## src/sv/acfs_pkg.sv

```systemverilog
// Shared types, constants and codes for the ambient color fade setup block.
package acfs_pkg;

	// Field widths
	localparam int CH_W    = 8;
	localparam int OFF_W   = 9;
	localparam int FRM_W   = 16;
	localparam int STEP_W  = 22;
	localparam int MODE_W  = 4;
	localparam int CFG_IDX_W = 2;

	// Fixed point: 16 fraction bits, step spread over 8 sub-frames per frame
	localparam int FRAC_BITS     = 16;
	localparam int STEP_DIV_LOG2 = 3;
	localparam int QSHIFT        = FRAC_BITS - STEP_DIV_LOG2;

	// Serial divider: two quotient bits per cycle
	localparam int DIVD_W  = STEP_W;
	localparam int DIV_CYC = DIVD_W / 2;
	localparam int ITER_W  = $clog2(DIV_CYC);
	localparam int REM_W   = FRM_W;

	// Grey level: (2R + 3G + B) / 6 by reciprocal multiply
	localparam int GREY_SUM_W   = 11;
	localparam int GREY_MUL_W   = 14;
	localparam int GREY_PROD_W  = GREY_SUM_W + GREY_MUL_W;
	localparam int GREY_SHIFT   = 16;
	localparam logic [GREY_MUL_W-1:0] GREY6_MUL = 14'd10923;

	// Target sum before clamping, signed
	localparam int TSUM_W = 11;

	localparam logic [CH_W-1:0] CH_MAX = 8'hFF;

	// Command modes
	localparam logic [MODE_W-1:0] MODE_LIVE         = 4'd0;
	localparam logic [MODE_W-1:0] MODE_LIVE_HALF    = 4'd1;
	localparam logic [MODE_W-1:0] MODE_LIVE_GREY6   = 4'd2;
	localparam logic [MODE_W-1:0] MODE_LIVE_GREY12  = 4'd3;
	localparam logic [MODE_W-1:0] MODE_BASE_ADD     = 4'd4;
	localparam logic [MODE_W-1:0] MODE_BASE_HALF    = 4'd5;
	localparam logic [MODE_W-1:0] MODE_BASE_GREY6   = 4'd6;
	localparam logic [MODE_W-1:0] MODE_BASE_GREY12  = 4'd7;
	localparam logic [MODE_W-1:0] MODE_BASE_ONLY    = 4'd8;
	localparam logic [MODE_W-1:0] MODE_BASE_REPEAT  = 4'd9;
	localparam logic [MODE_W-1:0] MODE_CLEAR        = 4'd10;

	// Configuration register indexes
	localparam logic [CFG_IDX_W-1:0] CFG_BASE_RED   = 2'd0;
	localparam logic [CFG_IDX_W-1:0] CFG_BASE_GREEN = 2'd1;
	localparam logic [CFG_IDX_W-1:0] CFG_BASE_BLUE  = 2'd2;

	// Channel indexes
	localparam logic [1:0] CH_RED   = 2'd0;
	localparam logic [1:0] CH_GREEN = 2'd1;
	localparam logic [1:0] CH_BLUE  = 2'd2;

	typedef enum logic [2:0] {
		ST_IDLE,
		ST_GREY,
		ST_TGT,
		ST_LOAD,
		ST_DIV,
		ST_STORE,
		ST_DONE
	} acfs_state_t;

	// Controller to datapath
	typedef struct packed {
		logic       capture;
		logic       grey_en;
		logic       tgt_en;
		logic       div_load;
		logic       div_step;
		logic       step_store;
		logic       finish;
		logic [1:0] chan;
	} acfs_cmd_t;

	// Datapath to controller
	typedef struct packed {
		logic no_work;
		logic frames_zero;
		logic out_busy;
	} acfs_stat_t;

endpackage

```

## src/sv/acfs_ctrl.sv

```systemverilog
// Sequencer for one fade command: grey, target, three divisions for a timed fade, result.
module acfs_ctrl (
	input  logic                clk,
	input  logic                arst_n,
	input  logic                in_valid,
	output logic                in_ready,
	input  acfs_pkg::acfs_stat_t stat,
	output acfs_pkg::acfs_cmd_t  cmd
);
	import acfs_pkg::*;

	acfs_state_t         state_q, state_d;
	logic [ITER_W-1:0]   iter_q;
	logic [1:0]          chan_q;

	// State register and counters
	always_ff @(posedge clk or negedge arst_n) begin
		if (!arst_n) begin
			state_q <= ST_IDLE;
			iter_q  <= '0;
			chan_q  <= '0;
		end else begin
			state_q <= state_d;
			if (state_q == ST_LOAD) begin
				iter_q <= '0;
			end else if (state_q == ST_DIV) begin
				iter_q <= iter_q + 1'b1;
			end
			if (state_q == ST_TGT) begin
				chan_q <= '0;
			end else if (state_q == ST_STORE) begin
				chan_q <= chan_q + 1'b1;
			end
		end
	end

	// Next state and commands
	always_comb begin
		state_d  = state_q;
		in_ready = 1'b0;
		cmd      = '0;
		cmd.chan = chan_q;
		unique case (state_q)
			ST_IDLE: begin
				in_ready = 1'b1;
				if (in_valid) begin
					cmd.capture = 1'b1;
					state_d     = ST_GREY;
				end
			end
			ST_GREY: begin
				if (stat.no_work) begin
					state_d = ST_DONE;
				end else begin
					cmd.grey_en = 1'b1;
					state_d     = ST_TGT;
				end
			end
			ST_TGT: begin
				cmd.tgt_en = 1'b1;
				state_d    = stat.frames_zero ? ST_DONE : ST_LOAD;
			end
			ST_LOAD: begin
				cmd.div_load = 1'b1;
				state_d      = ST_DIV;
			end
			ST_DIV: begin
				cmd.div_step = 1'b1;
				if (iter_q == ITER_W'(DIV_CYC - 1)) begin
					state_d = ST_STORE;
				end
			end
			ST_STORE: begin
				cmd.step_store = 1'b1;
				state_d        = (chan_q == CH_BLUE) ? ST_DONE : ST_LOAD;
			end
			ST_DONE: begin
				// wait for the output register to free up
				if (!stat.out_busy) begin
					cmd.finish = 1'b1;
					state_d    = ST_IDLE;
				end
			end
			default: begin
				state_d = ST_IDLE;
			end
		endcase
	end

endmodule

```

## src/sv/acfs_dp.sv

```systemverilog
// Datapath: color registers, target forming, shared serial divider, result register.
module acfs_dp (
	input  logic                             clk,
	input  logic                             arst_n,
	input  acfs_pkg::acfs_cmd_t              cmd,
	output acfs_pkg::acfs_stat_t             stat,
	// command item
	input  logic [acfs_pkg::MODE_W-1:0]      mode,
	input  logic [acfs_pkg::FRM_W-1:0]       frame_count,
	input  logic signed [acfs_pkg::OFF_W-1:0] red_offset,
	input  logic signed [acfs_pkg::OFF_W-1:0] green_offset,
	input  logic signed [acfs_pkg::OFF_W-1:0] blue_offset,
	// configuration
	input  logic                             cfg_valid,
	output logic                             cfg_ready,
	input  logic [acfs_pkg::CFG_IDX_W-1:0]   cfg_index,
	input  logic [acfs_pkg::CH_W-1:0]        cfg_data,
	// result item
	output logic                             out_valid,
	input  logic                             out_ready,
	output logic                             mode_invalid,
	output logic                             fade_started,
	output logic signed [acfs_pkg::STEP_W-1:0] red_inc,
	output logic signed [acfs_pkg::STEP_W-1:0] green_inc,
	output logic signed [acfs_pkg::STEP_W-1:0] blue_inc,
	output logic                             colour_applied,
	output logic [acfs_pkg::CH_W-1:0]        applied_red,
	output logic [acfs_pkg::CH_W-1:0]        applied_green,
	output logic [acfs_pkg::CH_W-1:0]        applied_blue,
	output logic                             repeat_recorded
);
	import acfs_pkg::*;

	// Captured command
	logic [MODE_W-1:0]       mode_q;
	logic [FRM_W-1:0]        frames_q;
	logic [OFF_W-1:0]        off_q [3];

	// Color state: base from configuration, live whole units
	logic [CH_W-1:0]         base_q [3];
	logic [CH_W-1:0]         live_q [3];

	logic [CH_W-1:0]         grey6_q;
	logic [CH_W-1:0]         tgt_q [3];

	// Divider
	logic [REM_W-1:0]        rem_q;
	logic [DIVD_W-1:0]       dq_q;
	logic                    neg_q;
	logic [STEP_W-1:0]       step_q [3];

	// Result register
	logic                    out_valid_q;
	logic                    mode_invalid_q, fade_started_q, colour_applied_q;
	logic                    repeat_recorded_q;
	logic [STEP_W-1:0]       ostep_q [3];
	logic [CH_W-1:0]         oapp_q [3];

	logic                    work, timed, fz;

	assign fz    = (frames_q == '0);
	assign work  = (mode_q < MODE_CLEAR);
	assign timed = work && !fz;

	assign stat.no_work     = !work;
	assign stat.frames_zero = fz;
	assign stat.out_busy    = out_valid_q && !out_ready;

	assign cfg_ready = 1'b1;

	// Capture command item
	always_ff @(posedge clk) begin
		if (cmd.capture) begin
			mode_q   <= mode;
			frames_q <= frame_count;
			off_q[0] <= red_offset;
			off_q[1] <= green_offset;
			off_q[2] <= blue_offset;
		end
	end

	// Configuration writes; an index past the list is dropped
	always_ff @(posedge clk or negedge arst_n) begin
		if (!arst_n) begin
			base_q[0] <= '0;
			base_q[1] <= '0;
			base_q[2] <= '0;
		end else if (cfg_valid) begin
			unique case (cfg_index)
				CFG_BASE_RED:   base_q[0] <= cfg_data;
				CFG_BASE_GREEN: base_q[1] <= cfg_data;
				CFG_BASE_BLUE:  base_q[2] <= cfg_data;
				default: ;
			endcase
		end
	end

	// Grey level of live or base color, divided by six
	logic [CH_W-1:0]        gsrc [3];
	logic [GREY_SUM_W-1:0]  gsum;
	logic [GREY_PROD_W-1:0] gprod;

	always_comb begin
		for (int i = 0; i < 3; i++) begin
			gsrc[i] = (mode_q < MODE_BASE_ADD) ? live_q[i] : base_q[i];
		end
		gsum = (GREY_SUM_W'(gsrc[0]) << 1) + GREY_SUM_W'(gsrc[1])
			+ (GREY_SUM_W'(gsrc[1]) << 1) + GREY_SUM_W'(gsrc[2]);
		gprod = GREY_PROD_W'(gsum) * GREY_PROD_W'(GREY6_MUL);
	end

	always_ff @(posedge clk) begin
		if (cmd.grey_en) begin
			grey6_q <= gprod[GREY_SHIFT +: CH_W];
		end
	end

	// Target per channel in whole units, clamped to 0..255
	logic [CH_W-1:0]          pre  [3];
	logic                     use_off [3];
	logic signed [TSUM_W-1:0] tsum [3];
	logic [CH_W-1:0]          tclamp [3];

	always_comb begin
		for (int i = 0; i < 3; i++) begin
			use_off[i] = 1'b1;
			unique case (mode_q)
				MODE_LIVE:        pre[i] = live_q[i];
				MODE_LIVE_HALF:   pre[i] = live_q[i] >> 1;
				MODE_LIVE_GREY6:  pre[i] = grey6_q;
				MODE_LIVE_GREY12: pre[i] = grey6_q >> 1;
				MODE_BASE_HALF:   pre[i] = base_q[i] >> 1;
				MODE_BASE_GREY6:  pre[i] = grey6_q;
				MODE_BASE_GREY12: pre[i] = grey6_q >> 1;
				MODE_BASE_ONLY: begin
					pre[i]     = base_q[i];
					use_off[i] = 1'b0;
				end
				default:          pre[i] = base_q[i];
			endcase
			tsum[i] = $signed({3'b000, pre[i]})
				+ (use_off[i] ? $signed({{(TSUM_W-OFF_W){off_q[i][OFF_W-1]}}, off_q[i]})
				              : $signed(TSUM_W'(0)));
			if (tsum[i][TSUM_W-1]) begin
				tclamp[i] = '0;
			end else if (tsum[i][TSUM_W-2:CH_W] != '0) begin
				tclamp[i] = CH_MAX;
			end else begin
				tclamp[i] = tsum[i][CH_W-1:0];
			end
		end
	end

	always_ff @(posedge clk) begin
		if (cmd.tgt_en) begin
			for (int i = 0; i < 3; i++) begin
				tgt_q[i] <= tclamp[i];
			end
		end
	end

	// Divider load: |target - live| scaled, sign kept aside
	logic [CH_W:0]   diff;
	logic [CH_W-1:0] mag;

	always_comb begin
		diff = {1'b0, tgt_q[cmd.chan]} - {1'b0, live_q[cmd.chan]};
		mag  = diff[CH_W] ? CH_W'(-diff) : diff[CH_W-1:0];
	end

	// Two restoring division steps per cycle
	logic [REM_W:0]    r1, r2;
	logic [REM_W-1:0]  r1n, r2n;
	logic              ge1, ge2;
	logic [DIVD_W-1:0] d1, d2;

	always_comb begin
		r1  = {rem_q, dq_q[DIVD_W-1]};
		ge1 = (r1 >= {1'b0, frames_q});
		r1n = ge1 ? REM_W'(r1 - {1'b0, frames_q}) : r1[REM_W-1:0];
		d1  = {dq_q[DIVD_W-2:0], ge1};
		r2  = {r1n, d1[DIVD_W-1]};
		ge2 = (r2 >= {1'b0, frames_q});
		r2n = ge2 ? REM_W'(r2 - {1'b0, frames_q}) : r2[REM_W-1:0];
		d2  = {d1[DIVD_W-2:0], ge2};
	end

	always_ff @(posedge clk) begin
		if (cmd.div_load) begin
			rem_q <= '0;
			dq_q  <= DIVD_W'(mag) << QSHIFT;
			neg_q <= diff[CH_W];
		end else if (cmd.div_step) begin
			rem_q <= r2n;
			dq_q  <= d2;
		end
		if (cmd.step_store) begin
			step_q[cmd.chan] <= neg_q ? STEP_W'(-dq_q) : STEP_W'(dq_q);
		end
	end

	// Live color: loaded by an immediate apply
	always_ff @(posedge clk or negedge arst_n) begin
		if (!arst_n) begin
			live_q[0] <= '0;
			live_q[1] <= '0;
			live_q[2] <= '0;
		end else if (cmd.finish && work && fz) begin
			for (int i = 0; i < 3; i++) begin
				live_q[i] <= tgt_q[i];
			end
		end
	end

	// Output valid
	always_ff @(posedge clk or negedge arst_n) begin
		if (!arst_n) begin
			out_valid_q <= 1'b0;
		end else if (cmd.finish) begin
			out_valid_q <= 1'b1;
		end else if (out_ready) begin
			out_valid_q <= 1'b0;
		end
	end

	// Result item; unused fields read zero
	always_ff @(posedge clk) begin
		if (cmd.finish) begin
			mode_invalid_q    <= (mode_q > MODE_CLEAR);
			fade_started_q    <= timed;
			repeat_recorded_q <= timed && (mode_q == MODE_BASE_REPEAT);
			colour_applied_q  <= work && fz;
			for (int i = 0; i < 3; i++) begin
				ostep_q[i] <= timed ? step_q[i] : '0;
				oapp_q[i]  <= (work && fz) ? tgt_q[i] : '0;
			end
		end
	end

	assign out_valid       = out_valid_q;
	assign mode_invalid    = mode_invalid_q;
	assign fade_started    = fade_started_q;
	assign red_inc         = $signed(ostep_q[0]);
	assign green_inc       = $signed(ostep_q[1]);
	assign blue_inc        = $signed(ostep_q[2]);
	assign colour_applied  = colour_applied_q;
	assign applied_red     = oapp_q[0];
	assign applied_green   = oapp_q[1];
	assign applied_blue    = oapp_q[2];
	assign repeat_recorded = repeat_recorded_q;

endmodule

```

## src/sv/ambient_color_fade_setup.sv

```systemverilog
// After an item is accepted, mode ten and above go from the grey state straight to done; an
// immediate apply also passes the target state; a timed fade adds load, divide and store per channel.
// A new item is taken only once the result is in the output register, and a stalled output holds
// the sequencer in done. Timed fades use the shared serial divider, two quotient bits per cycle.
// Reset clears the live color, base color registers, sequencer and output valid.
module ambient_color_fade_setup (
	input  logic                               clk,
	input  logic                               arst_n,
	input  logic                               in_valid,
	output logic                               in_ready,
	input  logic [acfs_pkg::MODE_W-1:0]        mode,
	input  logic [acfs_pkg::FRM_W-1:0]         frame_count,
	input  logic signed [acfs_pkg::OFF_W-1:0]  red_offset,
	input  logic signed [acfs_pkg::OFF_W-1:0]  green_offset,
	input  logic signed [acfs_pkg::OFF_W-1:0]  blue_offset,
	input  logic                               cfg_valid,
	output logic                               cfg_ready,
	input  logic [acfs_pkg::CFG_IDX_W-1:0]     cfg_index,
	input  logic [acfs_pkg::CH_W-1:0]          cfg_data,
	output logic                               out_valid,
	input  logic                               out_ready,
	output logic                               mode_invalid,
	output logic                               fade_started,
	output logic signed [acfs_pkg::STEP_W-1:0] red_inc,
	output logic signed [acfs_pkg::STEP_W-1:0] green_inc,
	output logic signed [acfs_pkg::STEP_W-1:0] blue_inc,
	output logic                               colour_applied,
	output logic [acfs_pkg::CH_W-1:0]          applied_red,
	output logic [acfs_pkg::CH_W-1:0]          applied_green,
	output logic [acfs_pkg::CH_W-1:0]          applied_blue,
	output logic                               repeat_recorded
);
	import acfs_pkg::*;

	acfs_cmd_t  cmd;
	acfs_stat_t stat;

	acfs_ctrl u_ctrl (
		.clk      (clk),
		.arst_n   (arst_n),
		.in_valid (in_valid),
		.in_ready (in_ready),
		.stat     (stat),
		.cmd      (cmd)
	);

	acfs_dp u_dp (
		.clk             (clk),
		.arst_n          (arst_n),
		.cmd             (cmd),
		.stat            (stat),
		.mode            (mode),
		.frame_count     (frame_count),
		.red_offset      (red_offset),
		.green_offset    (green_offset),
		.blue_offset     (blue_offset),
		.cfg_valid       (cfg_valid),
		.cfg_ready       (cfg_ready),
		.cfg_index       (cfg_index),
		.cfg_data        (cfg_data),
		.out_valid       (out_valid),
		.out_ready       (out_ready),
		.mode_invalid    (mode_invalid),
		.fade_started    (fade_started),
		.red_inc         (red_inc),
		.green_inc       (green_inc),
		.blue_inc        (blue_inc),
		.colour_applied  (colour_applied),
		.applied_red     (applied_red),
		.applied_green   (applied_green),
		.applied_blue    (applied_blue),
		.repeat_recorded (repeat_recorded)
	);

endmodule

```

## config.mk

```make
export PLATFORM = sky130hd
export DESIGN_NAME = ambient_color_fade_setup
export DESIGN_NICKNAME = d
export VERILOG_FILES = /design/src/sv/acfs_pkg.sv /design/src/sv/acfs_ctrl.sv /design/src/sv/acfs_dp.sv /design/src/sv/ambient_color_fade_setup.sv
export SDC_FILE = /design/constraint.sdc
export NUM_CORES = 1
export LEC_CHECK = 0
export ABC_AREA = 1
export BUFFER_PORTS_ARGS = -buffer_cell sky130_fd_sc_hd__buf_2
export CAP_MARGIN = 5
export CORE_UTILIZATION = 46
export CTS_CLUSTER_SIZE = 14
export DETAILED_ROUTE_END_ITERATION = 10
export GPL_ROUTABILITY_DRIVEN = 1
export PLACE_DENSITY_LB_ADDON = 0.2
export SYNTH_ARGS = -nofsm -noshare
export SYNTH_HDL_FRONTEND = slang
export SYNTH_SLANG_ARGS = --single-unit
```

## constraint.sdc

```tcl
create_clock -name clk -period 15 [get_ports clk]
set_input_delay 3 -clock clk [delete_from_list [all_inputs] [get_ports clk]]
set_output_delay 3 -clock clk [all_outputs]
set_load 0.03 [all_outputs]
```

Yosys cells after proc, flatten, opt, wreduce, memory -nomap -nowiden:

Memory sizes are Yosys's and may differ from the RTL's.
Cells that the tools add are included.

* bits in registers: 129
* memory bits (writable): 207
* input bits: 62
* memories: 5

Memory list
* u_dp.ostep_q: words 3, bits a word 22, read ports 3, clocked after Yosys merged registers in 0, write ports 3, line acfs_dp.sv:56 `logic [STEP_W-1:0] ostep_q [3];`
* u_dp.step_q: words 3, bits a word 22, read ports 3, clocked after Yosys merged registers in 0, write ports 1, line acfs_dp.sv:50 `logic [STEP_W-1:0] step_q [3];`
* u_dp.off_q: words 3, bits a word 9, read ports 3, clocked after Yosys merged registers in 0, write ports 3, line acfs_dp.sv:37 `logic [OFF_W-1:0] off_q [3];`
* u_dp.oapp_q: words 3, bits a word 8, read ports 3, clocked after Yosys merged registers in 0, write ports 3, line acfs_dp.sv:57 `logic [CH_W-1:0] oapp_q [3];`
* u_dp.tgt_q: words 3, bits a word 8, read ports 4, clocked after Yosys merged registers in 0, write ports 3, line acfs_dp.sv:44 `logic [CH_W-1:0] tgt_q [3];`

* $add $sub $neg: 13
* multiply operators: 1
* order comparisons: 6
* eq/ne operators: 21
* muxes and demuxes: 62
* bitwise gates (word level): 1
* reductions and logical operators: 25

Operators with widths (count)
* 8-bit 2-to-1 mux: 15
* 8-bit one-hot mux with 5 select lines: 3
* 22-bit 2-to-1 mux: 4
* 21-bit 2-to-1 mux: 2
* 17-bit by 16-bit >= comparator with 1-bit output: 2
* 9-bit by 11-bit adder with 11-bit output: 3
* 11-bit 2-to-1 mux: 3
* 16-bit 2-to-1 mux: 2
* 16-bit subtractor: 2
* 11-bit by 14-bit multiplier with 24-bit output (second input constant): 1
* 22-bit negation: 1
* 1-bit 2-to-1 mux: 21
* 3-bit one-hot mux with 7 select lines: 1
* 3-bit 2-to-1 mux: 6
* 8-bit binary-select mux with 2-bit select: 1
* 16-bit zero test: 1
* 2-bit nonzero test: 7
* 4-bit by 3-bit == test with 1-bit output (second input constant): 3
* 4-bit == test (second input constant): 3
* 11-bit by 8-bit adder with 11-bit output: 1
* 11-bit by 9-bit adder with 11-bit output: 1
* 9-bit by 8-bit adder with 10-bit output: 1
* 3-bit == test (second input constant): 3
* 8-bit by 8-bit subtractor with 9-bit output: 1
* 25 further kinds: 41

Depth between registers and ports, before layout:

* depth in word-level cells: 8
* depth in mapped cells: 41
* depth with buffers taken out: 39

Hierarchy:

A second synthesis with hierarchy kept.

* cells, all modules: 2271
* area total of the unflattened synthesis: 20619.8 um^2

By module, submodules not included
* acfs_dp: instances 1, cells an instance 2201, area each 20064.2 um^2, sequential area each 9273.9 um^2
* acfs_ctrl: instances 1, cells an instance 70, area each 555.5 um^2, sequential area each 225.2 um^2

Worst setup path after synthesis:

OpenSTA, ideal clock, no wires.

* path type: input port to flip-flop
* start point: input out_ready
* end point: register u_dp.live_q[15] in the netlist's numbering (read register of u_dp.tgt_q)
* arrival: 8067 ps
* required time: 14870 ps
* path slack: 6803 ps
* stages on the path: 7
* path buffers: 2
* cell sequence: nor2_1 -> nor2_1 -> nand3_1 -> buf_2 -> clkbuf_1 -> nand2_1 -> o21ai_0

RTL lines
* from (decl): line ambient_color_fade_setup.sv:21 `input logic out_ready,`
* to (decl): line acfs_dp.sv:41 `logic [CH_W-1:0] live_q [3];`

Worst setup path in the final report:

* start point: register u_dp.mode_q[3]
* end point: register u_dp.grey6_q[6], data pin

* word-level cells in the longest chain between the ends: 6
* elaborated cells between the ends (all ways): 8

Ends and longest elaborated chain
* from (decl): line acfs_dp.sv:35 `logic [MODE_W-1:0] mode_q;`
* from (signal assigned): line acfs_dp.sv:74 `mode_q <= mode;`
* 4-bit by 3-bit < comparator with 1-bit output (*): line acfs_dp.sv:105 `gsrc[i] = (mode_q < MODE_BASE_ADD) ? live_q[i] : base_q[i];`
* 8-bit 2-to-1 mux: line acfs_dp.sv:105
* 9-bit by 8-bit adder with 10-bit output: line acfs_dp.sv:107 `gsum = (GREY_SUM_W'(gsrc[0]) << 1) + GREY_SUM_W'(gsrc[1])`
* 11-bit by 9-bit adder with 11-bit output: line acfs_dp.sv:108 `+ (GREY_SUM_W'(gsrc[1]) << 1) + GREY_SUM_W'(gsrc[2]);`
* 11-bit by 8-bit adder with 11-bit output (*): line acfs_dp.sv:108
* 11-bit by 14-bit multiplier with 24-bit output (*): line acfs_dp.sv:109 `gprod = GREY_PROD_W'(gsum) * GREY_PROD_W'(GREY6_MUL);`
* named net u_dp.gprod[22]: line acfs_dp.sv:101 `logic [GREY_PROD_W-1:0] gprod;`
* to (signal assigned): line acfs_dp.sv:114 `grey6_q <= gprod[GREY_SHIFT +: CH_W];`
* to (decl): line acfs_dp.sv:43 `logic [CH_W-1:0] grey6_q;`

Mark *: on every way through the listed nets, which the timed path passes. The rest lies on a longest branch.
A chain may end at the register's enable or synchronous reset.

==> results by group <==
Outcome
  – Outcome: completed

Route
  – DR vias: between 15,000 and 20,000
  – Final WL: 55.3 mm
  – Wire per inst: roughly 18 microns
  – First-pass DRT Iterations: 5
  – Vias per cell: approximately 5.2
  – DRC violations left: 0
  – Starting DRT DRC Count: 1,317
  – ANT nets after route: 0

Clock network
  – CTS tree: yes
  – Deepest clock path buffer count: 3
  – Worst skew pair latency: about 0.57 ns
  – Clock transition at path regs: roughly 0.060 ns
  – Root buf cell: clkbuf_16
  – CTS Sinks: roughly 340
  – Hold buffer count at cts: 0
  – Max H-tree Level: 2
  – Cells resized by post-CTS repair: 0
  – Setup Fix Bufs, Post-CTS: 0
  – CTS Buf Count: 39

Floorplan
  – Die Y: 216 microns
  – Die area: ~46,000 sq um
  – Io pins: approximately 160
  – Initial Util: 47.0%
  – Die X: 216 microns
  – Core area: 44,600 sq um
  – Site Rows: 77

Global routing
  – Grt ovf: 0
  – GRT Util Overall: between 20% and 30%
  – Number of global-route vias before repair: roughly 16,000
  – Initial antenna violation count: 0
  – Global-route wire length before repair: 87.7 mm
  – Pin count of the biggest net entering global routing: 68

Setup path
  – Max incr delay on CP: around 0.56 ns
  – Critical Path End Type: flop
  – CP max-delay cell: fa_1
  – Crit Path Class: reg2reg
  – Critical path buffer and inverter count: 8
  – Worst EP arrival: 8.75 ns
  – CP Max Fanout: 42
  – Most frequent CP cell: inv_1
  – Crit path launch type: flop
  – Critical Path RT: 15.28 ns
  – Family with the most delay on the worst path: adder cells

Run
  – Max_cap viols: 0

STA
  – RSZ-0062 raised after global routing: false
  – Final Hold Vio Count: 0
  – Max Slew Vio Count: 0
  – Worst Tran Pin Value: 1.11 ns
  – Crit path time final: 8.47 ns
  – Fmax: 0.118 GHz
  – Tcrit/Tclk final: a little under three fifths
  – Setup TNS: 0 ns
  – Final Skew: between 0.04 and 0.05 ns
  – # setup viols final: 0
  – Slew Limit Headroom: 26.3%

Logic synthesis
  – Post-synthesis register bit count: 336
  – Ys flop type: edfxtp_1
  – Synth async-reset ratio: 17.3%
  – Post-Syn Area: about 21,000 sq um
  – EDFF count, synth: between 200 and 250
  – Sequential-to-total area share from yosys stat: 45.3%
  – Mapped Cells: 2,371
  – Library cells used by synthesis: a little over 60
  – Syn Area/Cell: ~8.9 sq um
  – Syn Nets: approximately 2,600
  – Ys Warns: 0

Finish
  – Fin nets: approximately 2,800
  – Most frequent cells in the layout: inv_1, nand2_1, edfxtp_1
  – Antenna cells: 0
  – Most common cell after layout, fill and taps aside: inv_1
  – Area growth syn-to-layout: 13.1%
  – Layout cells sized above 1: ~11%

Worst hold path
  – HP Class: reg2reg

Place
  – Routability congestion estimate: between 0.9 and 1
  – Port-buffer cells: ~160
  – Post-DP HPWL: roughly 44 mm
[cells in the mapped netlist (22+ instances only)]
cell type,instances,share of area [%]
o21ai_0,173,4.1
xor2_1,62,2.6
a21oi_1,159,3.8
fa_1,51,4.9
inv_1,487,8.7
nand4_1,27,0.80
dfxtp_1,30,2.9
nand2_1,345,6.2
nor2_1,242,4.3
dfrtp_1,58,6.9
clkbuf_1,27,0.48
nand3_1,78,1.9
nor3_1,22,0.52
edfxtp_1,248,35
o22ai_1,33,0.98
ha_1,156,9.3
[cells by family (layout without fill, tap and decap cells)]
kind of cell,count (synthesis),in the layout,share of synthesized area (%)
AND/OR/NAND/NOR,757,757,15.4
buffers and inverters,547,739,10.0
XOR/XNOR,74,74,3.09
AO/OA/AOI/OAI,449,449,12.1
adder cells (fa/ha/maj),207,207,14.2
other,1,1,0.0179
flip-flops,336,336,45.3
[state kept, by name, indices dropped and copies added, names as in the netlist, 2 cells and up]
register        flops
u_ctrl.state_q      3
u_dp.mode_q         4
u_dp.off_q         27
u_dp.oapp_q        24
u_dp.base_q        24
u_dp.step_q        66
u_dp.rem_q         16
u_dp.ostep_q       66
u_dp.live_q        24
u_dp.dq_q          22
u_dp.grey6_q        8
u_ctrl.iter_q       4
u_dp.frames_q      16
u_ctrl.chan_q       2
u_dp.tgt_q         24
[layout make-up]
type	count	area [sq um]
timing repair buffer	171	891
sequential	336	9500
clock buffer	51	1050
multi-input combinational	1488	9430
inverter	496	1860
tap	592	741
clock inverter	21	262
fill	4160	20900
[stage by stage]
stage,setup WS (ns),instance area (sq um),hold WS [ns],utilization (%),cells
detailed placement,6.57,22400,0.479,50.3,3083
floorplan,6.80,21000,0.443,-,2371
global route,5.77,23700,0.525,53.2,3155
global placement,6.72,22400,0.469,50.3,3083
CTS,6.53,23700,0.490,53.2,3155
finish,6.53,23700,0.493,53.2,3155
[worst reg2reg max path, delay by kind of cell, from the launching register on]
family,cells,cell delay [ns]
and+or+nand+nor,9,1.12
xor gates and xnor gates,3,0.57
adders and majority gates,10,4.14
DFF,1,0.45
buffers and inverters,8,0.80
AOI/OAI and AO/OA,8,1.09
[final timing paths]
check                               startpoint               to  slack [ns]  depth (start not counted)
worst max-delay path            u_dp.mode_q[3]  u_dp.grey6_q[6]        6.53                         38
worst min-delay path            u_dp.base_q[0]   u_dp.base_q[0]        0.49                          2
worst max register to register  u_dp.mode_q[3]  u_dp.grey6_q[6]        6.53                         38
worst min register to register  u_dp.base_q[0]   u_dp.base_q[0]        0.49                          2
max in group asynchronous               arst_n  u_dp.live_q[15]       11.83                          2
min in group asynchronous               arst_n   u_dp.base_q[5]        2.61                          2
[routing by layer]
metal | global-route usage, % | up-vias | wire length [microns]
met5 | 0 | - | 0
met4 | 6.95 | 0 | 1230
met3 | 3.61 | 72 | 3340
met2 | 38.0 | 493 | 24700
met1 | 34.6 | 7810 | 26000
li1 | - | 8106 | -
Power is left out: the tool's default activity adds up to more than one toggle a clock period on the data nets, which glitch-free logic cannot reach.
